==> config.mk <==
export PLATFORM = sky130hd
export DESIGN_NAME = mouse_pointer_tracker_flat
export DESIGN_NICKNAME = d
export VERILOG_FILES = /design/src/rtl/core/mpt_pkg.sv /design/src/rtl/core/mpt_stream_if.sv /design/src/rtl/core/mpt_cfg.sv /design/src/rtl/core/mpt_update.sv /design/src/rtl/core/mouse_pointer_tracker.sv /design/src/flat_wrapper.sv
export SDC_FILE = /design/constraint.sdc
export NUM_CORES = 1
export LEC_CHECK = 0
export BUFFER_PORTS_ARGS = -buffer_cell sky130_fd_sc_hd__buf_2
export CORE_ASPECT_RATIO = 2
export CORE_MARGIN = 2
export CORE_UTILIZATION = 59
export CTS_BUF_LIST = sky130_fd_sc_hd__clkbuf_4 sky130_fd_sc_hd__clkbuf_8
export DETAILED_ROUTE_END_ITERATION = 10
export PLACE_DENSITY = 0.93
export SLEW_MARGIN = 20
export SYNTH_ARGS = -nofsm -noshare
export SYNTH_HDL_FRONTEND = slang
export SYNTH_HIERARCHICAL = 1
export SYNTH_SLANG_ARGS = --single-unit
==> constraint.sdc <==
create_clock -name clk -period 8 [get_ports clk]
set_input_delay 1.6 -clock clk [delete_from_list [all_inputs] [get_ports clk]]
set_output_delay 1.6 -clock clk [all_outputs]
set_load 0.03 [all_outputs]
==> src/rtl/core/mpt_pkg.sv <==
// Shared types and constants for the mouse pointer tracker.
// No dependencies; the files that use it refer to it by scoped names.
package mpt_pkg;

  // Input command codes
  localparam logic CMD_BYTE     = 1'b0;
  localparam logic CMD_RECENTER = 1'b1;

  // Configuration register indexes (byte address = 4 * index)
  localparam logic REG_MAX_X      = 1'b0;
  localparam logic REG_MAX_Y      = 1'b1;
  localparam int   CFG_ADDR_WIDTH = 3;
  localparam int   CFG_DATA_WIDTH = 32;

  // Packet layout
  localparam int START_BIT  = 3;
  localparam int X_SIGN_BIT = 4;
  localparam int Y_SIGN_BIT = 5;

  // Byte slot of the open packet
  localparam logic [1:0] IDX_FIRST  = 2'd0;
  localparam logic [1:0] IDX_SECOND = 2'd1;
  localparam logic [1:0] IDX_THIRD  = 2'd2;

  typedef struct packed {
    logic moved;
    logic clipped;
  } upd_flags_t;

endpackage

==> src/rtl/core/mpt_stream_if.sv <==
// Valid/ready channel interfaces for the mouse pointer tracker.
// Input channel carries command and data byte; result channel carries pointer state.
interface mpt_in_if;
  logic       valid;
  logic       ready;
  logic       command;
  logic [7:0] data_byte;

  modport source (output valid, output command, output data_byte, input ready);
  modport sink   (input valid, input command, input data_byte, output ready);
endinterface

interface mpt_out_if #(
  parameter int COORD_WIDTH = 12
);
  logic                          valid;
  logic                          ready;
  logic [COORD_WIDTH-1:0]        pos_x;
  logic [COORD_WIDTH-1:0]        pos_y;
  logic [2:0]                    buttons;
  logic                          moved;
  logic                          clipped;
  logic signed [COORD_WIDTH:0]   step_x;
  logic signed [COORD_WIDTH:0]   step_y;

  modport source (output valid, output pos_x, output pos_y, output buttons, output moved,
                  output clipped, output step_x, output step_y, input ready);
  modport sink   (input valid, input pos_x, input pos_y, input buttons, input moved,
                  input clipped, input step_x, input step_y, output ready);
endinterface

==> src/rtl/core/mpt_cfg.sv <==
// APB-style register file holding the screen width and height limits.
// Depends on mpt_pkg for register indexes and port widths.
module mpt_cfg #(
  parameter int COORD_WIDTH = 12
) (
  input  logic                                 clk,
  input  logic                                 rst_n,
  input  logic                                 psel,
  input  logic                                 penable,
  input  logic                                 pwrite,
  input  logic [mpt_pkg::CFG_ADDR_WIDTH-1:0]   paddr,
  input  logic [mpt_pkg::CFG_DATA_WIDTH-1:0]   pwdata,
  output logic [mpt_pkg::CFG_DATA_WIDTH-1:0]   prdata,
  output logic                                 pready,
  output logic [COORD_WIDTH-1:0]               max_x,
  output logic [COORD_WIDTH-1:0]               max_y
);

  localparam logic [COORD_WIDTH-1:0] WIDTH_RST  = COORD_WIDTH'(640);
  localparam logic [COORD_WIDTH-1:0] HEIGHT_RST = COORD_WIDTH'(480);

  logic [COORD_WIDTH-1:0] width_r, width_nxt;
  logic [COORD_WIDTH-1:0] height_r, height_nxt;
  logic                   wr_en;
  logic                   reg_idx;

  assign pready  = 1'b1;
  assign wr_en   = psel && penable && pwrite;
  assign reg_idx = paddr[2];

  always_comb begin
    width_nxt  = width_r;
    height_nxt = height_r;
    if (wr_en) begin
      case (reg_idx)
        mpt_pkg::REG_MAX_X: width_nxt  = pwdata[COORD_WIDTH-1:0];
        mpt_pkg::REG_MAX_Y: height_nxt = pwdata[COORD_WIDTH-1:0];
        default: ;
      endcase
    end
  end

  always_comb begin
    case (reg_idx)
      mpt_pkg::REG_MAX_X:
        prdata = mpt_pkg::CFG_DATA_WIDTH'(width_r);
      mpt_pkg::REG_MAX_Y:
        prdata = mpt_pkg::CFG_DATA_WIDTH'(height_r);
      default:
        prdata = '0;
    endcase
  end

  always_ff @(posedge clk) begin
    if (!rst_n) begin
      width_r  <= WIDTH_RST;
      height_r <= HEIGHT_RST;
    end else begin
      width_r  <= width_nxt;
      height_r <= height_nxt;
    end
  end

  assign max_x = width_r;
  assign max_y = height_r;

endmodule

==> src/rtl/core/mpt_update.sv <==
// Packet math: decode deltas, apply acceleration, move and clamp the pointer.
// Pure combinational; depends on mpt_pkg for packet bit positions and flag type.
module mpt_update #(
  parameter int COORD_WIDTH = 12
) (
  input  logic [7:0]                   byte0,
  input  logic [7:0]                   byte1,
  input  logic [7:0]                   byte2,
  input  logic [COORD_WIDTH-1:0]       cur_x,
  input  logic [COORD_WIDTH-1:0]       cur_y,
  input  logic [COORD_WIDTH-1:0]       lim_x,
  input  logic [COORD_WIDTH-1:0]       lim_y,
  output logic [COORD_WIDTH-1:0]       new_x,
  output logic [COORD_WIDTH-1:0]       new_y,
  output logic signed [COORD_WIDTH:0]  step_x,
  output logic signed [COORD_WIDTH:0]  step_y,
  output mpt_pkg::upd_flags_t          flags
);

  // Doubled deltas reach +-512, so sums need room for that beyond the coordinate
  localparam int SW = ((COORD_WIDTH > 11) ? COORD_WIDTH : 11) + 2;

  logic signed [8:0]    dx;
  logic signed [8:0]    dy_raw;
  logic signed [9:0]    dy;
  logic                 accel;
  logic signed [SW-1:0] dx_a;
  logic signed [SW-1:0] dy_a;
  logic signed [SW-1:0] sum_x;
  logic signed [SW-1:0] sum_y;
  logic signed [SW-1:0] lim_x_s;
  logic signed [SW-1:0] lim_y_s;
  logic                 clip_x;
  logic                 clip_y;

  assign dx     = $signed({byte0[mpt_pkg::X_SIGN_BIT], byte1});
  assign dy_raw = $signed({byte0[mpt_pkg::Y_SIGN_BIT], byte2});
  // Negate so positive Y points down the screen
  assign dy     = -$signed({dy_raw[8], dy_raw});

  // dx^2 + dy^2 >= 4 holds exactly when either magnitude is at least 2
  assign accel = (dx > 9'sd1) || (dx < -9'sd1) || (dy > 10'sd1) || (dy < -10'sd1);

  assign dx_a = accel ? (SW'(dx) <<< 1) : SW'(dx);
  assign dy_a = accel ? (SW'(dy) <<< 1) : SW'(dy);

  assign sum_x   = $signed({{(SW-COORD_WIDTH){1'b0}}, cur_x}) + dx_a;
  assign sum_y   = $signed({{(SW-COORD_WIDTH){1'b0}}, cur_y}) + dy_a;
  assign lim_x_s = $signed({{(SW-COORD_WIDTH){1'b0}}, lim_x});
  assign lim_y_s = $signed({{(SW-COORD_WIDTH){1'b0}}, lim_y});

  always_comb begin
    clip_x = 1'b0;
    new_x  = sum_x[COORD_WIDTH-1:0];
    if (sum_x < 0) begin
      clip_x = 1'b1;
      new_x  = '0;
    end else if (sum_x > lim_x_s) begin
      clip_x = 1'b1;
      new_x  = lim_x;
    end
  end

  always_comb begin
    clip_y = 1'b0;
    new_y  = sum_y[COORD_WIDTH-1:0];
    if (sum_y < 0) begin
      clip_y = 1'b1;
      new_y  = '0;
    end else if (sum_y > lim_y_s) begin
      clip_y = 1'b1;
      new_y  = lim_y;
    end
  end

  assign step_x = $signed({1'b0, new_x} - {1'b0, cur_x});
  assign step_y = $signed({1'b0, new_y} - {1'b0, cur_y});

  assign flags.moved   = (dx != 9'sd0) || (dy != 10'sd0);
  assign flags.clipped = clip_x || clip_y;

endmodule

==> src/rtl/core/mouse_pointer_tracker.sv <==
// Mouse pointer tracker top level: input register, packet state, result register.
// Depends on mpt_pkg, mpt_stream_if, mpt_cfg and mpt_update.
//
// Usage:
//   in_if  : one transfer per mouse byte (command = byte) or recenter request
//            (command = recenter). Bytes with bit 3 clear are dropped while no
//            packet is open; every third byte of a packet yields one result.
//   out_if : one transfer per completed packet with position, buttons, moved,
//            clipped and the actual step taken on each axis.
//   APB    : register 0 (address 0) screen width, register 1 (address 4)
//            screen height; write only while no transfer is in flight.
// Result path: the third byte's transfer loads the input register, and the
//   result register loads from the state update once that byte is processed.
// Throughput: one input transfer per cycle while out_if does not stall, set by
//   the combinational state update between the input and result registers.
// Reset: synchronous, active low; clears the packet slot count, the pointer
//   to (0, 0), both valid flags, and loads width 640 and height 480.
// Stall: with a result waiting and out_if.ready low, the result register holds
//   as does a loaded input register, so in_if.ready is low until the result goes.
module mouse_pointer_tracker #(
  parameter int COORD_WIDTH = 12
) (
  input  logic                                clk,
  input  logic                                rst_n,
  mpt_in_if.sink                              in_if,
  mpt_out_if.source                           out_if,
  input  logic                                psel,
  input  logic                                penable,
  input  logic                                pwrite,
  input  logic [mpt_pkg::CFG_ADDR_WIDTH-1:0]  paddr,
  input  logic [mpt_pkg::CFG_DATA_WIDTH-1:0]  pwdata,
  output logic [mpt_pkg::CFG_DATA_WIDTH-1:0]  prdata,
  output logic                                pready
);

  logic [COORD_WIDTH-1:0] scr_w;
  logic [COORD_WIDTH-1:0] scr_h;

  // Input register
  logic       in_valid_r, in_valid_nxt;
  logic       in_cmd_r;
  logic [7:0] in_byte_r;

  // Packet and pointer state
  logic [1:0]             byte_idx_r, byte_idx_nxt;
  logic [7:0]             held0_r, held1_r;
  logic [COORD_WIDTH-1:0] cursor_x_r, cursor_x_nxt;
  logic [COORD_WIDTH-1:0] cursor_y_r, cursor_y_nxt;

  // Result register
  logic                       out_valid_r, out_valid_nxt;
  logic [COORD_WIDTH-1:0]     res_x_r, res_y_r;
  logic [2:0]                 res_btn_r;
  mpt_pkg::upd_flags_t        res_flags_r;
  logic signed [COORD_WIDTH:0] res_step_x_r, res_step_y_r;

  logic                       advance;
  logic                       proc;
  logic                       finish;
  logic [COORD_WIDTH-1:0]     upd_x, upd_y;
  logic signed [COORD_WIDTH:0] upd_step_x, upd_step_y;
  mpt_pkg::upd_flags_t        upd_flags;

  mpt_cfg #(.COORD_WIDTH(COORD_WIDTH)) u_cfg (
    .clk     (clk),
    .rst_n   (rst_n),
    .psel    (psel),
    .penable (penable),
    .pwrite  (pwrite),
    .paddr   (paddr),
    .pwdata  (pwdata),
    .prdata  (prdata),
    .pready  (pready),
    .max_x   (scr_w),
    .max_y   (scr_h)
  );

  mpt_update #(.COORD_WIDTH(COORD_WIDTH)) u_update (
    .byte0  (held0_r),
    .byte1  (held1_r),
    .byte2  (in_byte_r),
    .cur_x  (cursor_x_r),
    .cur_y  (cursor_y_r),
    .lim_x  (scr_w),
    .lim_y  (scr_h),
    .new_x  (upd_x),
    .new_y  (upd_y),
    .step_x (upd_step_x),
    .step_y (upd_step_y),
    .flags  (upd_flags)
  );

  // Process the registered item once the result register can take its output
  assign advance     = !out_valid_r || out_if.ready;
  assign proc        = in_valid_r && advance;
  assign finish      = proc && (in_cmd_r == mpt_pkg::CMD_BYTE) &&
                       (byte_idx_r == mpt_pkg::IDX_THIRD);
  assign in_if.ready = !in_valid_r || advance;

  always_comb begin
    in_valid_nxt = in_valid_r;
    if (in_if.ready) begin
      in_valid_nxt = in_if.valid;
    end
  end

  always_comb begin
    byte_idx_nxt = byte_idx_r;
    cursor_x_nxt = cursor_x_r;
    cursor_y_nxt = cursor_y_r;
    if (proc) begin
      case (in_cmd_r)
        mpt_pkg::CMD_RECENTER: begin
          cursor_x_nxt = scr_w >> 1;
          cursor_y_nxt = scr_h >> 1;
        end
        mpt_pkg::CMD_BYTE: begin
          case (byte_idx_r)
            mpt_pkg::IDX_FIRST: begin
              // drop bytes that cannot start a packet
              if (in_byte_r[mpt_pkg::START_BIT]) begin
                byte_idx_nxt = mpt_pkg::IDX_SECOND;
              end
            end
            mpt_pkg::IDX_SECOND: byte_idx_nxt = mpt_pkg::IDX_THIRD;
            mpt_pkg::IDX_THIRD: begin
              byte_idx_nxt = mpt_pkg::IDX_FIRST;
              cursor_x_nxt = upd_x;
              cursor_y_nxt = upd_y;
            end
            default: byte_idx_nxt = mpt_pkg::IDX_FIRST;
          endcase
        end
        default: ;
      endcase
    end
  end

  always_comb begin
    out_valid_nxt = out_valid_r;
    if (finish) begin
      out_valid_nxt = 1'b1;
    end else if (out_if.ready) begin
      out_valid_nxt = 1'b0;
    end
  end

  always_ff @(posedge clk) begin
    if (!rst_n) begin
      in_valid_r  <= 1'b0;
      out_valid_r <= 1'b0;
      byte_idx_r  <= mpt_pkg::IDX_FIRST;
      cursor_x_r  <= '0;
      cursor_y_r  <= '0;
    end else begin
      in_valid_r  <= in_valid_nxt;
      out_valid_r <= out_valid_nxt;
      byte_idx_r  <= byte_idx_nxt;
      cursor_x_r  <= cursor_x_nxt;
      cursor_y_r  <= cursor_y_nxt;
    end
  end

  always_ff @(posedge clk) begin
    if (in_if.ready && in_if.valid) begin
      in_cmd_r  <= in_if.command;
      in_byte_r <= in_if.data_byte;
    end
    if (proc && (in_cmd_r == mpt_pkg::CMD_BYTE)) begin
      if (byte_idx_r == mpt_pkg::IDX_FIRST) begin
        held0_r <= in_byte_r;
      end
      if (byte_idx_r == mpt_pkg::IDX_SECOND) begin
        held1_r <= in_byte_r;
      end
    end
    if (finish) begin
      res_x_r      <= upd_x;
      res_y_r      <= upd_y;
      res_btn_r    <= held0_r[2:0];
      res_flags_r  <= upd_flags;
      res_step_x_r <= upd_step_x;
      res_step_y_r <= upd_step_y;
    end
  end

  assign out_if.valid   = out_valid_r;
  assign out_if.pos_x   = res_x_r;
  assign out_if.pos_y   = res_y_r;
  assign out_if.buttons = res_btn_r;
  assign out_if.moved   = res_flags_r.moved;
  assign out_if.clipped = res_flags_r.clipped;
  assign out_if.step_x  = res_step_x_r;
  assign out_if.step_y  = res_step_y_r;

`ifndef ASSERT_OFF
  a_idx_range: assert property (@(posedge clk) disable iff (!rst_n)
    byte_idx_r != 2'd3)
    else $error("packet slot count out of range");

  a_recenter: assert property (@(posedge clk) disable iff (!rst_n)
    (proc && (in_cmd_r == mpt_pkg::CMD_RECENTER)) |=>
      (cursor_x_r == ($past(scr_w) >> 1)) && (cursor_y_r == ($past(scr_h) >> 1)))
    else $error("recenter did not place pointer at half screen");

  a_new_result: assert property (@(posedge clk) disable iff (!rst_n)
    $rose(out_valid_r) |-> $past(finish))
    else $error("result appeared without a completed packet");

  a_no_overrun: assert property (@(posedge clk) disable iff (!rst_n)
    (out_valid_r && !out_if.ready) |-> !finish)
    else $error("result overwritten while stalled");
`endif

endmodule

==> src/flat_wrapper.sv <==
// flat-port wrapper written by rule: the top's interface ports become plain ports
module mouse_pointer_tracker_flat 
#(
  parameter int COORD_WIDTH = 12
)
  (clk, rst_n, psel, penable, pwrite, paddr, pwdata, prdata, pready, in_if_valid, in_if_command, in_if_data_byte, in_if_ready, out_if_valid, out_if_pos_x, out_if_pos_y, out_if_buttons, out_if_moved, out_if_clipped, out_if_step_x, out_if_step_y, out_if_ready);
  mpt_in_if in_if_i ();
  mpt_out_if #(.COORD_WIDTH(COORD_WIDTH)) out_if_i ();
  input  logic clk;
  input  logic rst_n;
  input  logic psel;
  input  logic penable;
  input  logic pwrite;
  input  logic [mpt_pkg::CFG_ADDR_WIDTH-1:0] paddr;
  input  logic [mpt_pkg::CFG_DATA_WIDTH-1:0] pwdata;
  output logic [mpt_pkg::CFG_DATA_WIDTH-1:0] prdata;
  output logic pready;
  input wire logic [$bits(in_if_i.valid)-1:0] in_if_valid;
  input wire logic [$bits(in_if_i.command)-1:0] in_if_command;
  input wire logic [$bits(in_if_i.data_byte)-1:0] in_if_data_byte;
  output wire logic [$bits(in_if_i.ready)-1:0] in_if_ready;
  output wire logic [$bits(out_if_i.valid)-1:0] out_if_valid;
  output wire logic [$bits(out_if_i.pos_x)-1:0] out_if_pos_x;
  output wire logic [$bits(out_if_i.pos_y)-1:0] out_if_pos_y;
  output wire logic [$bits(out_if_i.buttons)-1:0] out_if_buttons;
  output wire logic [$bits(out_if_i.moved)-1:0] out_if_moved;
  output wire logic [$bits(out_if_i.clipped)-1:0] out_if_clipped;
  output wire logic [$bits(out_if_i.step_x)-1:0] out_if_step_x;
  output wire logic [$bits(out_if_i.step_y)-1:0] out_if_step_y;
  input wire logic [$bits(out_if_i.ready)-1:0] out_if_ready;
  assign in_if_i.valid = in_if_valid;
  assign in_if_i.command = in_if_command;
  assign in_if_i.data_byte = in_if_data_byte;
  assign in_if_ready = in_if_i.ready;
  assign out_if_valid = out_if_i.valid;
  assign out_if_pos_x = out_if_i.pos_x;
  assign out_if_pos_y = out_if_i.pos_y;
  assign out_if_buttons = out_if_i.buttons;
  assign out_if_moved = out_if_i.moved;
  assign out_if_clipped = out_if_i.clipped;
  assign out_if_step_x = out_if_i.step_x;
  assign out_if_step_y = out_if_i.step_y;
  assign out_if_i.ready = out_if_ready;
  mouse_pointer_tracker #(.COORD_WIDTH(COORD_WIDTH)) u_core (.clk(clk), .rst_n(rst_n), .in_if(in_if_i), .out_if(out_if_i), .psel(psel), .penable(penable), .pwrite(pwrite), .paddr(paddr), .pwdata(pwdata), .prdata(prdata), .pready(pready));
endmodule
==> results.py <==
metrics = {
    "worst_setup_path": {
        "slowest_delay_ns": 0.50,
        "startpoint_type": "register",
        "slowest_stage": "edfxtp_1",
        "crit_path_end_kind": "register",
        "path_class": "register to register",
        "cp.arrival_ns": 7.97,
        "required_ns": 8.22,
        "worstPathMaxFanout": 15,
    },
    "place": {
        "place.gp.congestion": 0.980,
        "dp_hpwl_um": 15800,
        "io_buffer_count": 97,
    },
    "detailed_routing": {
        "antenna_left": 0,
        "viasPerCell": 5.85,
        "first_iter_violations": 313,
        "num_vias": 6954,
        "wl_um": 21200,
        "post_drt_wl_per_cell_um": 17.9,
        "drcViolationCount": 0,
        "firstDrtPassIters": 4,
    },
    "clock_tree": {
        "cts.clk_slew.worst_paths_ns": 0.08,
        "max-clock-path-buffers": 2,
        "clock-sinks": 129,
        "clkLatencyLatePin_ns": 0.47,
        "cts-htree-levels": 4,
        "clock_tree.root_cell": "clkbuf_8",
        "cts_tree": "yes",
        "cts_inserted_buffers": 17,
    },
    "run": {
        "maxCapViolCount": 0,
    },
    "timing": {
        "rsz0062_at_grt": "false",
        "max-slew-margin-rel": 0.217,
        "tns_ns": 0,
        "worstMarginPinSlew_ns": 1.17,
        "final-setup-viol-count": 0,
        "fin_skew_ns": 0.0142,
        "min_period_over_period": 0.969,
        "hold_viol": 0,
        "max_freq_mhz": 129,
        "final_max_slew_viol_count": 0,
        "fin_crit_ns": 7.75,
    },
    "floorplan": {
        "coreArea_um2": 14400,
        "row_count": 62,
        "die_h_um": 176,
        "pin_count": 141,
        "fp.dieW_um": 89.8,
        "dieArea_um2": 15800,
        "initial_core_util": 0.605,
    },
    "pwr": {
        "ir_drop_v": 0.000107,
        "power_uw": 1610,
        "pwr_density_cell_nw_per_um2": 165,
        "leakagePower_uw": 0.00417,
    },
    "synth": {
        "synth_area_um2": 8680,
        "ys_warn_count": 6,
        "synthCells": 873,
        "avgSynthCellArea_um2": 9.94,
    },
    "worst_hold_path": {
        "holdCritPathClass": "register to register",
    },
    "grt": {
        "grt_pass1_vias": 6831,
        "overflow": 0,
        "grt_max_degree": 95,
        "grt_pass1_wl_um": 32400,
        "grt.total_usage": 0.264,
        "antenna_found_initial": 0,
    },
    "cells_and_area": {
        "drive_gt1_frac": 0.225,
        "nets": 1118,
        "syn_to_final_growth_pct": 12.3,
        "n_antenna_cell": 0,
    },
    "outcome": {
        "status": "complete, no violations",
    },
}
[repair_timing]
item                       4_1_cts  5_1_grt
setup endpoints to repair        0       13
gates resized for setup          0       14
buffers inserted                 0        7
hold buffers                     0        0
hold endpoints to repair         0        0
[cell type report]
type	instances	area (um^2)
sequential	129	3350
timing repair buffer	125	696
clock inverter	13	113
inverter	66	249
multi-input combinational	644	4840
fill	1023	4610
tap	192	240
clock buffer	19	255
[final timing paths]
check / start / end / slack (ns) / cells after the start
max: u_core/in_byte_r[1] / u_core/out_if.step_x[11] / 0.25 / 37
max reg2reg: u_core/in_byte_r[1] / u_core/out_if.step_x[11] / 0.25 / 37
min reg2reg: u_core/held0_r[2] / u_core/out_if.buttons[2] / 0.43 / 0
min: u_core/held0_r[2] / u_core/out_if.buttons[2] / 0.43 / 0
[per-stage QoR]
step | hold slack [ns] | setup slack [ns] | cells | utilization | instance area, um^2
after floorplan | 0.400 | 0.925 | 892 | - | 8750
after global placement | 0.401 | 0.327 | 1149 | 0.648 | 9290
after detailed placement | 0.413 | 0.104 | 1149 | 0.648 | 9290
after CTS | 0.432 | 0.0612 | 1181 | 0.673 | 9660
after global routing | 0.445 | 0.0171 | 1188 | 0.679 | 9750
final | 0.428 | 0.251 | 1188 | 0.679 | 9750
[layer usage]
| metal | track usage | wire [um] |
|---|---|---|
| met3 | 0.0485 | 1090 |
| met2 | 0.495 | 11100 |
| met5 | 0 | 0 |
| met4 | 0.215 | 1760 |
| met1 | 0.245 | 7310 |
[power by group]
group / switching, uW / internal, uW
Sequential: 14.0 / 725
Clock: 267 / 255
Combinational: 201 / 149
[placed cells by master (no fill, tap or decap), types with 5 or more instances in the layout]
| cell | count |
|---|---|
| inv_1 | 63 |
| and3_1 | 7 |
| dfxtp_1 | 52 |
| o21a_1 | 10 |
| mux2i_1 | 52 |
| nor3_1 | 13 |
| nand3_1 | 11 |
| o211ai_1 | 5 |
| xor2_1 | 8 |
| a21oi_1 | 32 |
| edfxtp_1 | 77 |
| o21ai_1 | 7 |
| buf_4 | 28 |
| a22o_1 | 14 |
| nor2b_1 | 25 |
| nor4_1 | 5 |
| nand2_1 | 106 |
| nor2_1 | 48 |
| clkbuf_8 | 18 |
| a21o_1 | 5 |
| o21bai_1 | 5 |
| xnor2_1 | 30 |
| o21ai_0 | 22 |
| nand2b_1 | 5 |
| nand4_1 | 8 |
| conb_1 | 21 |
| nand3b_1 | 6 |
| ha_1 | 78 |
| mux2_2 | 34 |
| buf_2 | 97 |
[worst max-delay path: cells and delay by family, from the launching register on]
family | cells | cell delay (ns)
AO/OA/AOI/OAI | 17 | 3.09
XOR/XNOR | 2 | 0.30
adder cells (fa/ha/maj) | 5 | 1.46
buffers and inverters | 4 | 0.60
flip-flops | 1 | 0.50
multiplexers | 1 | 0.13
AND/OR/NAND/NOR | 8 | 1.39
[sequential cells by signal (all words and copies together) (netlist names), 8 cells and up]
register and cells:
u_core/cursor_x_r 12, u_core/cursor_y_r 12, u_core/held1_r 8, u_core/in_byte_r 8
u_core/out_if.pos_x 12, u_core/out_if.pos_y 12, u_core/out_if.step_x 13, u_core/out_if.step_y 13
u_core/u_cfg/max_x 12, u_core/u_cfg/max_y 12
Note: power is estimated with default switching activity, not from simulation.
